[src/hw/rtl/tsp_pkg.sv]
`timescale 1ns / 1ps
package tsp_pkg;

    // Largest page the block will fill
    localparam int PAGE_BITS_MAX = 65536;

    // Code segments per sample: exponent, time prefix, time field, value prefix, value bits
    localparam int NUM_SEG = 5;

    typedef enum logic [2:0] {
        CFG_PAGE_BITS  = 3'd0,
        CFG_START_POS  = 3'd1,
        CFG_INIT_TIME  = 3'd2,
        CFG_INIT_DELTA = 3'd3,
        CFG_INIT_VALUE = 3'd4,
        CFG_INIT_EXP   = 3'd5,
        CFG_INIT_LEAD  = 3'd6,
        CFG_INIT_WLEN  = 3'd7
    } t_cfg_reg;

    typedef enum logic [2:0] {
        F_IDLE,
        F_DDT,
        F_SCAN,
        F_DIV,
        F_TIER,
        F_CLASS,
        F_PUSH
    } t_front_state;

    // One code segment, right aligned, first bit most significant
    typedef struct packed {
        logic [6:0]  len;
        logic [63:0] bits;
    } t_seg;

    // Classified sample handed from front to back
    typedef struct packed {
        logic                    full;
        t_seg [NUM_SEG-1:0]      seg;
    } t_job;

    // Ones in the low n bits, n up to 64
    function automatic logic [63:0] len_mask(input logic [6:0] n);
        logic [63:0] m;
        if (n >= 7'd64) begin
            m = '1;
        end else begin
            m = (64'd1 << n) - 64'd1;
        end
        return m;
    endfunction

    // Width of the wide time field for each exponent
    function automatic logic [6:0] wide_bits(input logic [2:0] e);
        logic [6:0] w;
        unique case (e)
            3'd0: w = 7'd64;
            3'd1: w = 7'd61;
            3'd2: w = 7'd58;
            3'd3: w = 7'd55;
            3'd4: w = 7'd51;
            3'd5: w = 7'd48;
            3'd6: w = 7'd45;
            default: w = 7'd41;
        endcase
        return w;
    endfunction

endpackage

[src/hw/rtl/tsp_in_if.sv]
`timescale 1ns / 1ps
interface tsp_in_if;
    logic        valid;
    logic        ready;
    logic [62:0] time_stamp;
    logic [63:0] value_bits;

    modport source (output valid, time_stamp, value_bits, input ready);
    modport sink   (input valid, time_stamp, value_bits, output ready);
endinterface

[src/hw/rtl/tsp_out_if.sv]
`timescale 1ns / 1ps
interface tsp_out_if;
    logic        valid;
    logic        ready;
    logic [63:0] chunk_bits;
    logic [6:0]  chunk_len;
    logic        last;
    logic        status;

    modport source (output valid, chunk_bits, chunk_len, last, status, input ready);
    modport sink   (input valid, chunk_bits, chunk_len, last, status, output ready);
endinterface

[src/hw/rtl/tsp_front.sv]
`timescale 1ns / 1ps
module tsp_front
    import tsp_pkg::*;
(
    input  logic        i_clk,
    input  logic        i_rst_n,
    input  logic        i_cfg_we,
    input  logic [2:0]  i_cfg_idx,
    input  logic [63:0] i_cfg_data,
    tsp_in_if.sink      i_smp,
    output t_job        o_job,
    output logic        o_job_valid,
    input  logic        i_job_ready
);

    // Leading zeros of a byte
    function automatic logic [3:0] clz8(input logic [7:0] b);
        logic [3:0] c;
        logic       f;
        c = 4'd0;
        f = 1'b0;
        for (int i = 7; i >= 0; i--) begin
            if (!f) begin
                if (b[i]) f = 1'b1;
                else      c = c + 4'd1;
            end
        end
        return c;
    endfunction

    // Trailing zeros of a byte
    function automatic logic [3:0] ctz8(input logic [7:0] b);
        logic [3:0] c;
        logic       f;
        c = 4'd0;
        f = 1'b0;
        for (int i = 0; i < 8; i++) begin
            if (!f) begin
                if (b[i]) f = 1'b1;
                else      c = c + 4'd1;
            end
        end
        return c;
    endfunction

    // Byte-wise search for the leading zero count
    function automatic logic [6:0] clz64(input logic [63:0] x);
        logic [6:0] c;
        logic       f;
        c = 7'd64;
        f = 1'b0;
        for (int b = 7; b >= 0; b--) begin
            if (!f && x[b*8 +: 8] != 8'd0) begin
                c = 7'((7 - b) * 8) + {3'd0, clz8(x[b*8 +: 8])};
                f = 1'b1;
            end
        end
        return c;
    endfunction

    function automatic logic [6:0] ctz64(input logic [63:0] x);
        logic [6:0] c;
        logic       f;
        c = 7'd64;
        f = 1'b0;
        for (int b = 0; b < 8; b++) begin
            if (!f && x[b*8 +: 8] != 8'd0) begin
                c = 7'(b * 8) + {3'd0, ctz8(x[b*8 +: 8])};
                f = 1'b1;
            end
        end
        return c;
    endfunction

    // Eight restoring steps of long division by ten
    function automatic logic [11:0] div10_byte(input logic [3:0] rem, input logic [7:0] b);
        logic [4:0] r;
        logic [7:0] q;
        r = {1'b0, rem};
        q = 8'd0;
        for (int i = 7; i >= 0; i--) begin
            r = {r[3:0], b[i]};
            if (r >= 5'd10) begin
                r    = r - 5'd10;
                q[i] = 1'b1;
            end
        end
        return {r[3:0], q};
    endfunction

    t_front_state r_state, n_state;

    // Sample state
    logic [62:0] r_prev_time,  n_prev_time;
    logic [63:0] r_prev_delta, n_prev_delta;
    logic [63:0] r_prev_value, n_prev_value;
    logic [2:0]  r_exp,        n_exp;
    logic [4:0]  r_lead,       n_lead;
    logic [6:0]  r_wlen,       n_wlen;
    logic [16:0] r_bit_pos,    n_bit_pos;
    logic [16:0] r_page_bits,  n_page_bits;

    // Work registers
    logic [62:0] r_t,     n_t;
    logic [63:0] r_v,     n_v;
    logic [63:0] r_dt,    n_dt;
    logic [63:0] r_quot,  n_quot;
    logic [63:0] r_x,     n_x;
    logic        r_zero,  n_zero;
    logic        r_neg,   n_neg;
    logic [6:0]  r_lz,    n_lz;
    logic [6:0]  r_tz,    n_tz;
    logic [2:0]  r_k,     n_k;
    logic [63:0] r_dwork, n_dwork;
    logic [63:0] r_nq,    n_nq;
    logic [3:0]  r_rem,   n_rem;
    logic [2:0]  r_step,  n_step;
    logic [63:0] r_m,     n_m;
    t_seg        r_vpre,  n_vpre;
    t_seg        r_vdat,  n_vdat;
    logic [4:0]  r_nl,    n_nl;
    logic [6:0]  r_nw,    n_nw;
    t_job        r_job,   n_job;

    // Combinational helpers
    logic [63:0] mag;
    logic [11:0] dres;
    logic [63:0] nq;
    logic [4:0]  pre;
    logic [6:0]  vlen;
    logic        reuse;
    logic [6:0]  sm_n;
    logic [63:0] sm;
    logic [2:0]  e_fin;
    logic [7:0]  total;
    logic [16:0] cap;
    logic [16:0] avail;
    logic        full;

    assign i_smp.ready = (r_state == F_IDLE);
    assign o_job       = r_job;
    // Beat is offered only once the page check has settled
    assign o_job_valid = (r_state == F_PUSH) && (r_step != 3'd0);

    // State register
    always_ff @(posedge i_clk) begin
        if (!i_rst_n) begin
            r_state      <= F_IDLE;
            r_prev_time  <= '0;
            r_prev_delta <= '0;
            r_prev_value <= '0;
            r_exp        <= 3'd7;
            r_lead       <= '0;
            r_wlen       <= '0;
            r_bit_pos    <= '0;
            r_page_bits  <= 17'(PAGE_BITS_MAX);
        end else begin
            r_state      <= n_state;
            r_prev_time  <= n_prev_time;
            r_prev_delta <= n_prev_delta;
            r_prev_value <= n_prev_value;
            r_exp        <= n_exp;
            r_lead       <= n_lead;
            r_wlen       <= n_wlen;
            r_bit_pos    <= n_bit_pos;
            r_page_bits  <= n_page_bits;
        end
    end

    // Work registers carry no reset
    always_ff @(posedge i_clk) begin
        r_t     <= n_t;
        r_v     <= n_v;
        r_dt    <= n_dt;
        r_quot  <= n_quot;
        r_x     <= n_x;
        r_zero  <= n_zero;
        r_neg   <= n_neg;
        r_lz    <= n_lz;
        r_tz    <= n_tz;
        r_k     <= n_k;
        r_dwork <= n_dwork;
        r_nq    <= n_nq;
        r_rem   <= n_rem;
        r_step  <= n_step;
        r_m     <= n_m;
        r_vpre  <= n_vpre;
        r_vdat  <= n_vdat;
        r_nl    <= n_nl;
        r_nw    <= n_nw;
        r_job   <= n_job;
    end

    // Sequencer: difference, scan, divide by ten, tier, classify, hand over
    always_comb begin
        n_state      = r_state;
        n_prev_time  = r_prev_time;
        n_prev_delta = r_prev_delta;
        n_prev_value = r_prev_value;
        n_exp        = r_exp;
        n_lead       = r_lead;
        n_wlen       = r_wlen;
        n_bit_pos    = r_bit_pos;
        n_page_bits  = r_page_bits;
        n_t          = r_t;
        n_v          = r_v;
        n_dt         = r_dt;
        n_quot       = r_quot;
        n_x          = r_x;
        n_zero       = r_zero;
        n_neg        = r_neg;
        n_lz         = r_lz;
        n_tz         = r_tz;
        n_k          = r_k;
        n_dwork      = r_dwork;
        n_nq         = r_nq;
        n_rem        = r_rem;
        n_step       = r_step;
        n_m          = r_m;
        n_vpre       = r_vpre;
        n_vdat       = r_vdat;
        n_nl         = r_nl;
        n_nw         = r_nw;
        n_job        = r_job;

        mag   = r_quot[63] ? (64'd0 - r_quot) : r_quot;
        dres  = div10_byte(r_rem, r_dwork[63:56]);
        nq    = {r_nq[55:0], dres[7:0]};
        pre   = (r_lz > 7'd31) ? 5'd31 : r_lz[4:0];
        vlen  = 7'(8'd64 - {3'd0, pre} - {1'b0, r_tz});
        reuse = (r_x != 64'd0) && (r_wlen != 7'd0)
              && ({3'd0, r_lead} + {1'b0, r_wlen} <= 8'd64)
              && (pre >= r_lead)
              && ({3'd0, pre} + {1'b0, vlen} <= {3'd0, r_lead} + {1'b0, r_wlen});
        e_fin = r_zero ? r_exp : r_k;
        if (r_m <= 64'd63) begin
            sm_n = 7'd7;
        end else if (r_m <= 64'd2047) begin
            sm_n = 7'd12;
        end else begin
            sm_n = wide_bits(r_k);
        end
        sm    = (r_m & len_mask(sm_n - 7'd1)) | ({63'd0, r_neg} << (sm_n - 7'd1));
        total = 8'd0;
        for (int s = 0; s < NUM_SEG; s++) begin
            total = total + {1'b0, r_job.seg[s].len};
        end
        cap   = ({4'd0, r_page_bits} < 21'(PAGE_BITS_MAX)) ? r_page_bits
              : 17'(PAGE_BITS_MAX);
        avail = (r_bit_pos < cap) ? (cap - r_bit_pos) : 17'd0;
        full  = {9'd0, total} > avail;

        unique case (r_state)
            F_IDLE: begin
                if (i_smp.valid) begin
                    n_t     = i_smp.time_stamp;
                    n_v     = i_smp.value_bits;
                    n_dt    = {1'b0, i_smp.time_stamp} - {1'b0, r_prev_time};
                    n_state = F_DDT;
                end
            end
            F_DDT: begin
                n_quot  = r_dt - r_prev_delta;
                n_x     = r_v ^ r_prev_value;
                n_state = F_SCAN;
            end
            F_SCAN: begin
                n_zero  = (r_quot == 64'd0);
                n_neg   = r_quot[63];
                n_quot  = mag;
                n_lz    = clz64(r_x);
                n_tz    = ctz64(r_x);
                n_k     = 3'd0;
                n_dwork = mag;
                n_rem   = 4'd0;
                n_step  = 3'd0;
                n_state = (mag != 64'd0 && r_exp != 3'd0) ? F_DIV : F_TIER;
            end
            F_DIV: begin
                n_nq    = nq;
                n_dwork = {r_dwork[55:0], 8'd0};
                n_rem   = dres[11:8];
                n_step  = r_step + 3'd1;
                if (r_step == 3'd7) begin
                    if (dres[11:8] == 4'd0) begin
                        n_quot  = nq;
                        n_k     = r_k + 3'd1;
                        n_dwork = nq;
                        n_rem   = 4'd0;
                        if (r_k + 3'd1 == r_exp) n_state = F_TIER;
                    end else begin
                        n_state = F_TIER;
                    end
                end
            end
            F_TIER: begin
                n_m = r_neg ? r_quot : (r_quot - 64'd1);
                n_nl = r_lead;
                n_nw = r_wlen;
                if (r_x == 64'd0) begin
                    n_vpre = '{len: 7'd1, bits: 64'd0};
                    n_vdat = '{len: 7'd0, bits: 64'd0};
                end else if (reuse) begin
                    n_vpre = '{len: 7'd2, bits: 64'd2};
                    n_vdat = '{len: r_wlen,
                               bits: (r_x >> (7'd64 - {2'd0, r_lead} - r_wlen))
                                     & len_mask(r_wlen)};
                end else begin
                    n_vpre = '{len: 7'd13, bits: {51'd0, 2'b11, pre, vlen[5:0]}};
                    n_vdat = '{len: vlen, bits: (r_x >> r_tz) & len_mask(vlen)};
                    n_nl   = pre;
                    n_nw   = vlen;
                end
                n_state = F_CLASS;
            end
            F_CLASS: begin
                // segments first, page check on the next cycle in F_PUSH entry
                n_job.full   = 1'b0;
                n_job.seg[3] = r_vpre;
                n_job.seg[4] = r_vdat;
                if (r_zero) begin
                    n_job.seg[0] = '{len: 7'd0, bits: 64'd0};
                    n_job.seg[1] = '{len: 7'd1, bits: 64'd0};
                    n_job.seg[2] = '{len: 7'd0, bits: 64'd0};
                end else begin
                    n_job.seg[0] = '{len: (r_k != r_exp) ? 7'd7 : 7'd0,
                                     bits: {57'd0, 4'b1111, r_k}};
                    if (r_m <= 64'd63) begin
                        n_job.seg[1] = '{len: 7'd2, bits: 64'd2};
                    end else if (r_m <= 64'd2047) begin
                        n_job.seg[1] = '{len: 7'd3, bits: 64'd6};
                    end else begin
                        n_job.seg[1] = '{len: 7'd4, bits: 64'd14};
                    end
                    n_job.seg[2] = '{len: sm_n, bits: sm};
                end
                n_state = F_PUSH;
                n_step  = 3'd0;
            end
            F_PUSH: begin
                // First cycle settles the page check, commits state if it fits
                if (r_step == 3'd0) begin
                    n_step = 3'd1;
                    if (full) begin
                        n_job.full = 1'b1;
                    end else begin
                        n_prev_time  = r_t;
                        n_prev_delta = r_dt;
                        n_prev_value = r_v;
                        n_exp        = e_fin;
                        n_lead       = r_nl;
                        n_wlen       = r_nw;
                        n_bit_pos    = r_bit_pos + {9'd0, total};
                    end
                end else if (i_job_ready) begin
                    n_state = F_IDLE;
                end
            end
            default: n_state = F_IDLE;
        endcase

        // Register writes load the matching state directly
        if (i_cfg_we) begin
            unique case (t_cfg_reg'(i_cfg_idx))
                CFG_PAGE_BITS:  n_page_bits  = i_cfg_data[16:0];
                CFG_START_POS:  n_bit_pos    = {1'b0, i_cfg_data[15:0]};
                CFG_INIT_TIME:  n_prev_time  = i_cfg_data[62:0];
                CFG_INIT_DELTA: n_prev_delta = {1'b0, i_cfg_data[62:0]};
                CFG_INIT_VALUE: n_prev_value = i_cfg_data;
                CFG_INIT_EXP:   n_exp        = i_cfg_data[2:0];
                CFG_INIT_LEAD:  n_lead       = i_cfg_data[4:0];
                CFG_INIT_WLEN:  n_wlen       = i_cfg_data[6:0];
                default: ;
            endcase
        end
    end

endmodule

[src/hw/rtl/tsp_queue.sv]
`timescale 1ns / 1ps
module tsp_queue
    import tsp_pkg::*;
(
    input  logic i_clk,
    input  logic i_rst_n,
    input  t_job i_job,
    input  logic i_push_valid,
    output logic o_push_ready,
    output t_job o_job,
    output logic o_pop_valid,
    input  logic i_pop_ready
);

    t_job       r_ent [2];
    logic       r_wr,  n_wr;
    logic       r_rd,  n_rd;
    logic [1:0] r_cnt, n_cnt;
    logic       push;
    logic       pop;

    assign o_push_ready = (r_cnt != 2'd2);
    assign o_pop_valid  = (r_cnt != 2'd0);
    assign o_job        = r_ent[r_rd];
    assign push         = i_push_valid && o_push_ready;
    assign pop          = o_pop_valid && i_pop_ready;

    // Two-entry ring of classified beats
    always_comb begin
        n_wr  = push ? ~r_wr : r_wr;
        n_rd  = pop  ? ~r_rd : r_rd;
        n_cnt = r_cnt + {1'b0, push} - {1'b0, pop};
    end

    always_ff @(posedge i_clk) begin
        if (!i_rst_n) begin
            r_wr  <= 1'b0;
            r_rd  <= 1'b0;
            r_cnt <= 2'd0;
        end else begin
            r_wr  <= n_wr;
            r_rd  <= n_rd;
            r_cnt <= n_cnt;
        end
    end

    always_ff @(posedge i_clk) begin
        if (push) r_ent[r_wr] <= i_job;
    end

endmodule

[src/hw/rtl/tsp_back.sv]
`timescale 1ns / 1ps
module tsp_back
    import tsp_pkg::*;
(
    input  logic   i_clk,
    input  logic   i_rst_n,
    input  t_job   i_job,
    input  logic   i_job_valid,
    output logic   o_job_ready,
    tsp_out_if.source o_chk
);

    logic         r_busy,   n_busy;
    t_job         r_job,    n_job;
    logic [2:0]   r_seg,    n_seg;
    logic [127:0] r_acc,    n_acc;
    logic [7:0]   r_accn,   n_accn;
    logic         r_ovalid, n_ovalid;
    logic [63:0]  r_obits,  n_obits;
    logic [6:0]   r_olen,   n_olen;
    logic         r_olast,  n_olast;
    logic         r_ostat,  n_ostat;
    logic         out_free;
    logic         segs_left;
    t_seg         cur;
    logic [127:0] top;

    assign o_job_ready      = !r_busy;
    assign o_chk.valid      = r_ovalid;
    assign o_chk.chunk_bits = r_obits;
    assign o_chk.chunk_len  = r_olen;
    assign o_chk.last       = r_olast;
    assign o_chk.status     = r_ostat;

    // Append segments into the bit accumulator, peel off 64-bit chunks
    always_comb begin
        n_busy   = r_busy;
        n_job    = r_job;
        n_seg    = r_seg;
        n_acc    = r_acc;
        n_accn   = r_accn;
        n_ovalid = r_ovalid;
        n_obits  = r_obits;
        n_olen   = r_olen;
        n_olast  = r_olast;
        n_ostat  = r_ostat;

        out_free  = !r_ovalid || o_chk.ready;
        segs_left = (r_seg < 3'(NUM_SEG));
        cur       = r_job.seg[r_seg[2:0] < 3'(NUM_SEG) ? r_seg : 3'd0];
        top       = r_acc >> (r_accn - 8'd64);

        if (r_ovalid && o_chk.ready) n_ovalid = 1'b0;

        if (!r_busy) begin
            if (i_job_valid) begin
                n_busy = 1'b1;
                n_job  = i_job;
                n_seg  = 3'd0;
                n_acc  = '0;
                n_accn = 8'd0;
            end
        end else if (r_job.full) begin
            if (out_free) begin
                n_ovalid = 1'b1;
                n_obits  = 64'd0;
                n_olen   = 7'd0;
                n_olast  = 1'b1;
                n_ostat  = 1'b1;
                n_busy   = 1'b0;
            end
        end else if (r_accn >= 8'd64 && (segs_left || r_accn > 8'd64)) begin
            if (out_free) begin
                n_ovalid = 1'b1;
                n_obits  = top[63:0];
                n_olen   = 7'd64;
                n_olast  = 1'b0;
                n_ostat  = 1'b0;
                n_accn   = r_accn - 8'd64;
            end
        end else if (segs_left) begin
            n_acc  = (r_acc << cur.len) | {64'd0, cur.bits};
            n_accn = r_accn + {1'b0, cur.len};
            n_seg  = r_seg + 3'd1;
        end else if (out_free) begin
            n_ovalid = 1'b1;
            n_obits  = r_acc[63:0] & len_mask(r_accn[6:0]);
            n_olen   = r_accn[6:0];
            n_olast  = 1'b1;
            n_ostat  = 1'b0;
            n_busy   = 1'b0;
        end
    end

    always_ff @(posedge i_clk) begin
        if (!i_rst_n) begin
            r_busy   <= 1'b0;
            r_ovalid <= 1'b0;
        end else begin
            r_busy   <= n_busy;
            r_ovalid <= n_ovalid;
        end
    end

    always_ff @(posedge i_clk) begin
        r_job   <= n_job;
        r_seg   <= n_seg;
        r_acc   <= n_acc;
        r_accn  <= n_accn;
        r_obits <= n_obits;
        r_olen  <= n_olen;
        r_olast <= n_olast;
        r_ostat <= n_ostat;
    end

endmodule

[src/hw/rtl/timeseries_sample_packer_core.sv]
`timescale 1ns / 1ps
// Sample packer: each (time stamp, value) beat is coded as a delta-of-delta time
// field with a decimal exponent that only steps down, and an XOR value field, and
// leaves as one to three chunks of up to 64 bits, the final one marked last. If the
// code does not fit the page, one empty chunk with status set is returned and no
// state changes. The front takes a beat only when idle and runs difference, scan,
// a long division by ten for each step of the exponent search (up to seven of them,
// one byte per cycle), tier, classify and hand-over. The back drains a sample
// through a two-entry queue and overlaps the next sample's front work. The user
// must write registers only while the block is idle; the block does not enforce it.
module timeseries_sample_packer_core
    import tsp_pkg::*;
(
    input  logic        i_clk,
    input  logic        i_rst_n,
    input  logic        i_cfg_we,
    input  logic [2:0]  i_cfg_idx,
    input  logic [63:0] i_cfg_data,
    tsp_in_if.sink      i_smp,
    tsp_out_if.source   o_chk
);

    t_job f_job;
    logic f_valid;
    logic f_ready;
    t_job b_job;
    logic b_valid;
    logic b_ready;

    tsp_front u_front (
        .i_clk       (i_clk),
        .i_rst_n     (i_rst_n),
        .i_cfg_we    (i_cfg_we),
        .i_cfg_idx   (i_cfg_idx),
        .i_cfg_data  (i_cfg_data),
        .i_smp       (i_smp),
        .o_job       (f_job),
        .o_job_valid (f_valid),
        .i_job_ready (f_ready)
    );

    tsp_queue u_queue (
        .i_clk        (i_clk),
        .i_rst_n      (i_rst_n),
        .i_job        (f_job),
        .i_push_valid (f_valid),
        .o_push_ready (f_ready),
        .o_job        (b_job),
        .o_pop_valid  (b_valid),
        .i_pop_ready  (b_ready)
    );

    tsp_back u_back (
        .i_clk       (i_clk),
        .i_rst_n     (i_rst_n),
        .i_job       (b_job),
        .i_job_valid (b_valid),
        .o_job_ready (b_ready),
        .o_chk       (o_chk)
    );

endmodule

[src/flat_wrapper.sv]
// flat-port wrapper written by rule: the top's interface ports become plain ports
module timeseries_sample_packer_core_flat import tsp_pkg::*;
  (i_clk, i_rst_n, i_cfg_we, i_cfg_idx, i_cfg_data, i_smp_valid, i_smp_time_stamp, i_smp_value_bits, i_smp_ready, o_chk_valid, o_chk_chunk_bits, o_chk_chunk_len, o_chk_last, o_chk_status, o_chk_ready);
  tsp_in_if i_smp_i ();
  tsp_out_if o_chk_i ();
  input  logic i_clk;
  input  logic i_rst_n;
  input  logic i_cfg_we;
  input  logic [2:0] i_cfg_idx;
  input  logic [63:0] i_cfg_data;
  input wire logic [$bits(i_smp_i.valid)-1:0] i_smp_valid;
  input wire logic [$bits(i_smp_i.time_stamp)-1:0] i_smp_time_stamp;
  input wire logic [$bits(i_smp_i.value_bits)-1:0] i_smp_value_bits;
  output wire logic [$bits(i_smp_i.ready)-1:0] i_smp_ready;
  output wire logic [$bits(o_chk_i.valid)-1:0] o_chk_valid;
  output wire logic [$bits(o_chk_i.chunk_bits)-1:0] o_chk_chunk_bits;
  output wire logic [$bits(o_chk_i.chunk_len)-1:0] o_chk_chunk_len;
  output wire logic [$bits(o_chk_i.last)-1:0] o_chk_last;
  output wire logic [$bits(o_chk_i.status)-1:0] o_chk_status;
  input wire logic [$bits(o_chk_i.ready)-1:0] o_chk_ready;
  assign i_smp_i.valid = i_smp_valid;
  assign i_smp_i.time_stamp = i_smp_time_stamp;
  assign i_smp_i.value_bits = i_smp_value_bits;
  assign i_smp_ready = i_smp_i.ready;
  assign o_chk_valid = o_chk_i.valid;
  assign o_chk_chunk_bits = o_chk_i.chunk_bits;
  assign o_chk_chunk_len = o_chk_i.chunk_len;
  assign o_chk_last = o_chk_i.last;
  assign o_chk_status = o_chk_i.status;
  assign o_chk_i.ready = o_chk_ready;
  timeseries_sample_packer_core u_core (.i_clk(i_clk), .i_rst_n(i_rst_n), .i_cfg_we(i_cfg_we), .i_cfg_idx(i_cfg_idx), .i_cfg_data(i_cfg_data), .i_smp(i_smp_i), .o_chk(o_chk_i));
endmodule
[config.mk]
export PLATFORM = sky130hd
export DESIGN_NAME = timeseries_sample_packer_core_flat
export DESIGN_NICKNAME = d
export VERILOG_FILES = /design/src/hw/rtl/tsp_pkg.sv /design/src/hw/rtl/tsp_in_if.sv /design/src/hw/rtl/tsp_out_if.sv /design/src/hw/rtl/tsp_front.sv /design/src/hw/rtl/tsp_queue.sv /design/src/hw/rtl/tsp_back.sv /design/src/hw/rtl/timeseries_sample_packer_core.sv /design/src/flat_wrapper.sv
export SDC_FILE = /design/constraint.sdc
export NUM_CORES = 2
export LEC_CHECK = 0
export BUFFER_PORTS_ARGS = -buffer_cell sky130_fd_sc_hd__buf_4
export CAP_MARGIN = 10
export CORE_MARGIN = 2
export CORE_UTILIZATION = 60
export CTS_CLUSTER_DIAMETER = 30
export DETAILED_ROUTE_END_ITERATION = 6
export HOLD_SLACK_MARGIN = 0.06
export PLACE_DENSITY = 0.87
export SYNTH_ARGS = -nofsm -noshare
export SYNTH_HDL_FRONTEND = slang
export SYNTH_HIERARCHICAL = 1
export SYNTH_SLANG_ARGS = --single-unit
[constraint.sdc]
create_clock -name i_clk -period 45.3 [get_ports i_clk]
set_input_delay 9.06 -clock i_clk [delete_from_list [all_inputs] [get_ports i_clk]]
set_output_delay 9.06 -clock i_clk [all_outputs]
set_load 0.03 [all_outputs]
Word-level counts from Yosys, hierarchy flattened. Memories as Yosys holds them, arrays and structs flattened. A register that Yosys moved wholly into a read port is not among the register bits. Cells that the tools add are included. Widths: inputs -> output; s select.

Bitwise gates (word level): 10. Reductions and logical operators: 85. Equal/unequal tests: 40. Add/subtract/negate cells: 162. Shift operators: 9. Multiplexer cells: 1085. Magnitude comparators: 25.

Operator list (number): $mux 64 (37); $mux 4 (486); $mux 128 (5); $mux 1 (462); $add 4x1->4 const B (112); $sub 64x1->64 const B (5); $mux 63 (5); $and 64x64->64 (4); $shl 1x7->64 const A (4); $mux 7 (32); $bmux 71 s3 (1); $pmux 64 s3 (1); $mux 71 (2); $logic_not 64->1 (2); $or 128x64->128 (1); $pmux 64 s2 (1); $reduce_bool 64->1 (2); $shl 128x7->128 (1); $shr 128x8->64 (1); $shr 64x7->64 (2); $mux 17 (7); $mux 3 (23); $mux 68 (1); $mux 67 (1); 71 further kinds (218).

RAM bits: 696. Memories: 1. Output and inout port bits: 75. Input port bits: 199. Register bits: 1506. Logic and storage cells: 1476.

Memory list: u_core.u_queue.r_ent (depth 2, width 348, read ports 1, clocked after memory_dff 1, wr ports 1, RTL line tsp_queue.sv:15) `t_job r_ent [2];`.

Longest topological paths before layout.
Depth in word-level cells: 68. Gate-level depth with buffers: 53. Mapped depth without buffers: 47.

Modules after synthesis. Netlist, hierarchy kept.

By module, submodules not included: tsp_front (area each 71112.0 sq um, instances 1, cells each 7666, seq. area each 28677.5 sq um); tsp_back (area each 39838.2 sq um, instances 1, cells each 3754, seq. area each 17096.4 sq um); tsp_queue (area each 27632.8 sq um, instances 1, cells each 1132, seq. area each 21480.6 sq um).

Worst setup path after synthesis. OpenSTA, ideal clock, no wires.

Path kind: register to register. From: register u_core.u_front.r_state[0]. To: memory u_core/u_queue/r_ent[0][0] (netlist bit), enable pin. Arrival time: 15.895 ns. Buffers on the path: 1. Required time: 44.219 ns. Path slack: 28.324 ns. Period minus slack after synthesis: 16.976 ns. Setup time: 1.081 ns. Cell stages (with the launch flop): 7. Path through: dfxtp_1 clkbuf_1 nand2b_1 or2_2 nor2_1 nand2_1 nor2_1.

Word-level cells in the longest chain between the ends: 5.

RTL lines: start, declared (RTL line tsp_front.sv:91) `t_front_state r_state, n_state;`; start signal, assigned (RTL line tsp_front.sv:158) `r_state <= n_state;`; $eq 3x3->1 (RTL line tsp_front.sv:143) `assign o_job_valid = (r_state == F_PUSH) && (r_step != 3'd0);`; $logic_and 1x1->1 (RTL line tsp_front.sv:143); via u_core.f_valid (RTL line timeseries_sample_packer_core.sv:24) `logic f_valid;`; $logic_and 1x1->1 (RTL line tsp_queue.sv:25) `assign push = i_push_valid && o_push_ready;`; $mux 1 (RTL line tsp_queue.sv:48) `if (push) r_ent[r_wr] <= i_job;`; $mux 1 (not written as such) (RTL line tsp_queue.sv:48); end, declared (RTL line tsp_queue.sv:15).

The timed path passes the listed nets, and every way through them passes these cells.

Worst setup path after layout.
From: input i_smp_time_stamp[0]. To: register u_core.u_front.r_dt[62] (data pin).

Word-level cells in the longest chain between the ends: 1.

RTL lines: start, declared (RTL line flat_wrapper.sv:12) `input wire logic [$bits(i_smp_i.time_stamp)-1:0] i_smp_time_stamp;`; $sub 63x63->64 (RTL line tsp_front.sv:258) `n_dt = {1'b0, i_smp.time_stamp} - {1'b0, r_prev_time};`; end signal, assigned (RTL line tsp_front.sv:174) `r_dt <= n_dt;`; end, declared (RTL line tsp_front.sv:106) `logic [63:0] r_dt, n_dt;`.

No other way between the ends. A chain may end at the register's enable or synchronous reset.

==> results.toml <==
[clock_tree]
post_cts_buffers = 0
cts_resized = 0
clkLatencyLatePin_ns = 1.02
cts_hold_buf = 0
htree_levels = 5
cts_tree = "done"
cts.path.max_buffers = 4
cts_buffers = 404
clkSinkCount = 2323
clk_pin_slew_ns = 0.06
cts-root-buf = "clkbuf_16"

[global_route]
grt_usage_pct = 41.2
gr-total-overflow = 0
antenna_found_initial = 37
grt_pass1_wl_um = 716000
grt_pass1_vias = 105000
grt_max_degree = 149

[timing]
slew_headroom_pct = 1.48
tightest_slew_ns = 1.44
rsz0062_at_grt = "no"
min_period_over_period_pct = 30.1
fin_skew_ns = 0.144
maxClockFrequency_ghz = 0.0735
fin_ws_ns = 31.69
setup_violations = 0
slew_viol_final = 0
fin_crit_ns = 13.61
hold_slack_ns = 0.368
fin_tns_setup_ns = 0
finalHoldViolations = 0

[yosys]
postSynthAreaPerCell_um2 = 11.0
synth-edff-count = 2073
ys_seq_elements = 2323
async_reset_ff_share_pct = 0
yosys-top-cells-count = "edfxtp_1 (2073), nand2_1 (1297), nor2_1 (1265)"
synth_most_common_cell = "edfxtp_1"
syn-instance-count = 12600
yosys_warnings = 6
seq_area_frac_synth_pct = 48.5
ys.flop_type = "edfxtp_1"
synth_area_leaders = "edfxtp_1 (45%), mux2i_1 (6.3%), mux4_2 (4.9%), mux2_4 (3.7%), dfxtp_1 (3.6%)"
yosysTopAreaCell = "edfxtp_1"
syn_area_um2 = 139000
synth_cell_types = 115
synth_top_area_share_pct = 44.9

[detailed_routing]
drt_iter0_markers = 17700
drt_wl_total_um = 498000
wl_per_cell_um = 31.2
first_pass_iters = 7
avgViaCountPerCell = 6.88
vias = 110000
postRouteAntennaNets = 0
post-route-drc-count = 1

[critical_path]
critPathArrivalTime_ns = 14.32
critPathLaunch = "i_smp_time_stamp[0]"
reg2reg_from = "u_core/u_front/r_rem[1]$_SDFFCE_PN0N_"
critPathCaptureType = "flop"
cp.required_ns = 46.01
critPathKind = "in -> reg"
worstSetupStartpointType = "input pin"
cp_max_fo = 5

[place]
gp_congestion = 1.06
hpwl_um = 342000
pre_cts_ws_ns = 31.03
io_buffer_count = 273

[die]
placementRows = 176
dieArea_um2 = 235000
io_pins = 274
die_w_um = 485
start_util_pct = 60.3
die_height_um = 485
core_area_um2 = 230000

[status]
violations = "DRC"
outcome = "complete, but fails checks"

[final_layout]
layout.nets = 13100
syn2layout_area_growth_pct = 12.1
layout-drive-gt1-share_pct = 16.2

[worst_hold_path]
worst_hold_path_type = "reg -> reg"
hp-start = "u_core/u_front/r_vdat[59]$_SDFFCE_PP0P_"

[flow_run]
drv_cap = 0
path summary, 6_finish.rpt:
kind                                                            end  slack [ns]  cells after the start
worst max register to register  u_core/u_front/r_quot[32]$_DFFE_PP_       32.42                     48
worst min-delay path            u_core/u_front/o_job[343]$_DFFE_PN_        0.37                      0
worst max-delay path              u_core/u_front/r_dt[62]$_DFFE_PP_       31.69                     19
worst min register to register  u_core/u_front/o_job[343]$_DFFE_PN_        0.37                      0
critical path, stage by stage:
cell and delay, ns:
buf_4 0.09, inv_1 0.04, ha_1 0.22, fa_1 0.42, nor2b_1 0.13, o21ai_0 0.13, a21boi_0 0.27, o21a_1 0.18
o21ai_0 0.17, a211oi_1 0.44, o22ai_1 0.22, o311ai_1 0.98, a21oi_1 0.39, o211ai_1 0.47, a311o_1 0.30, a21oi_1 0.13
o41ai_1 0.39, a21oi_1 0.14, xnor2_1 0.13
per-layer routing:
| metal | global-route usage [%] | up-vias | wire, µm |
|---|---|---|---|
| met1 | 50.5 | 52200 | 174000 |
| met4 | 30.5 | 44 | 46100 |
| met5 | 0 | - | 296 |
| met3 | 11.0 | 2299 | 58700 |
| met2 | 62.9 | 8580 | 219000 |
| li1 | - | 46800 | - |
state kept, by name (all words and copies together) (netlist names), 14 cells and up, named ones only:
register / count
u_core/u_back/r_job: 356
u_core/u_back/o_chk.chunk_bits: 64
u_core/u_front/r_vpre: 14
u_core/u_front/r_prev_value: 64
u_core/u_front/r_quot: 64
u_core/u_front/o_job: 167
u_core/u_front/r_vdat: 71
u_core/u_back/r_acc: 128
u_core/u_front/r_v: 64
u_core/u_front/r_bit_pos: 17
u_core/u_front/r_m: 64
u_core/u_front/r_x: 64
u_core/u_front/r_page_bits: 17
u_core/u_front/r_nq: 56
u_core/u_front/r_prev_delta: 64
u_core/u_front/r_t: 63
u_core/u_front/r_prev_time: 63
u_core/u_front/r_dt: 64
u_core/u_queue/r_ent: 712
u_core/u_front/r_dwork: 64
through the flow:
stage | std cells | utilization [%] | instance area (µm²)
2_1_floorplan | 12700 | - | 139000
3_3_place_gp | 15200 | 61.6 | 142000
3_5_place_dp | 15200 | 61.6 | 142000
4_1_cts | 16000 | 67.5 | 155000
5_1_grt | 16000 | 67.6 | 155000
6_report | 16000 | 67.6 | 155000
placed cells by master (no fill, tap or decap), types with 109 or more instances in the layout:
cell type and instances:
conb_1 180, xnor2_1 213, mux2_4 341, nor2b_1 109
nor2_1 1251, o22ai_1 114, ha_1 326, mux2i_1 877
a21oi_1 616, a31oi_1 131, nor3_1 168, nand3_1 235
xor2_1 210, a211oi_1 295, dfxtp_1 247, mux4_2 302
inv_1 349, nand2_1 1295, clkbuf_16 411, mux2_2 146
o21ai_0 612, buf_4 470, a21o_1 112, edfxtp_1 2073
logic make-up (layout without fill, tap and decap cells):
group                      after synthesis  in the layout  share of synthesized area (%)
and+or+nand+nor                       3636           3636                           11.5
xor gates and xnor gates               430            430                           2.72
adders and majority gates              345            345                           3.21
buffers and inverters                 1395           1591                           4.93
DFF                                   2323           2323                           48.5
other                                    1            197                        0.00271
AOI/OAI and AO/OA                     2751           2751                           12.9
muxes                                 1671           1671                           16.2
area by class of cell:
cell class	instances	area, µm²
antenna	17	42.5
clock buffer	446	10500
clock inverter	293	3190
fill	16400	74500
inverter	377	1450
multi-input combinational	9013	65500
sequential	2323	67300
tap	3026	3790
timing repair buffer	475	3620
Power is not shown: default switching activity piles up to over one toggle a cycle in this logic, so the estimate is an artifact.
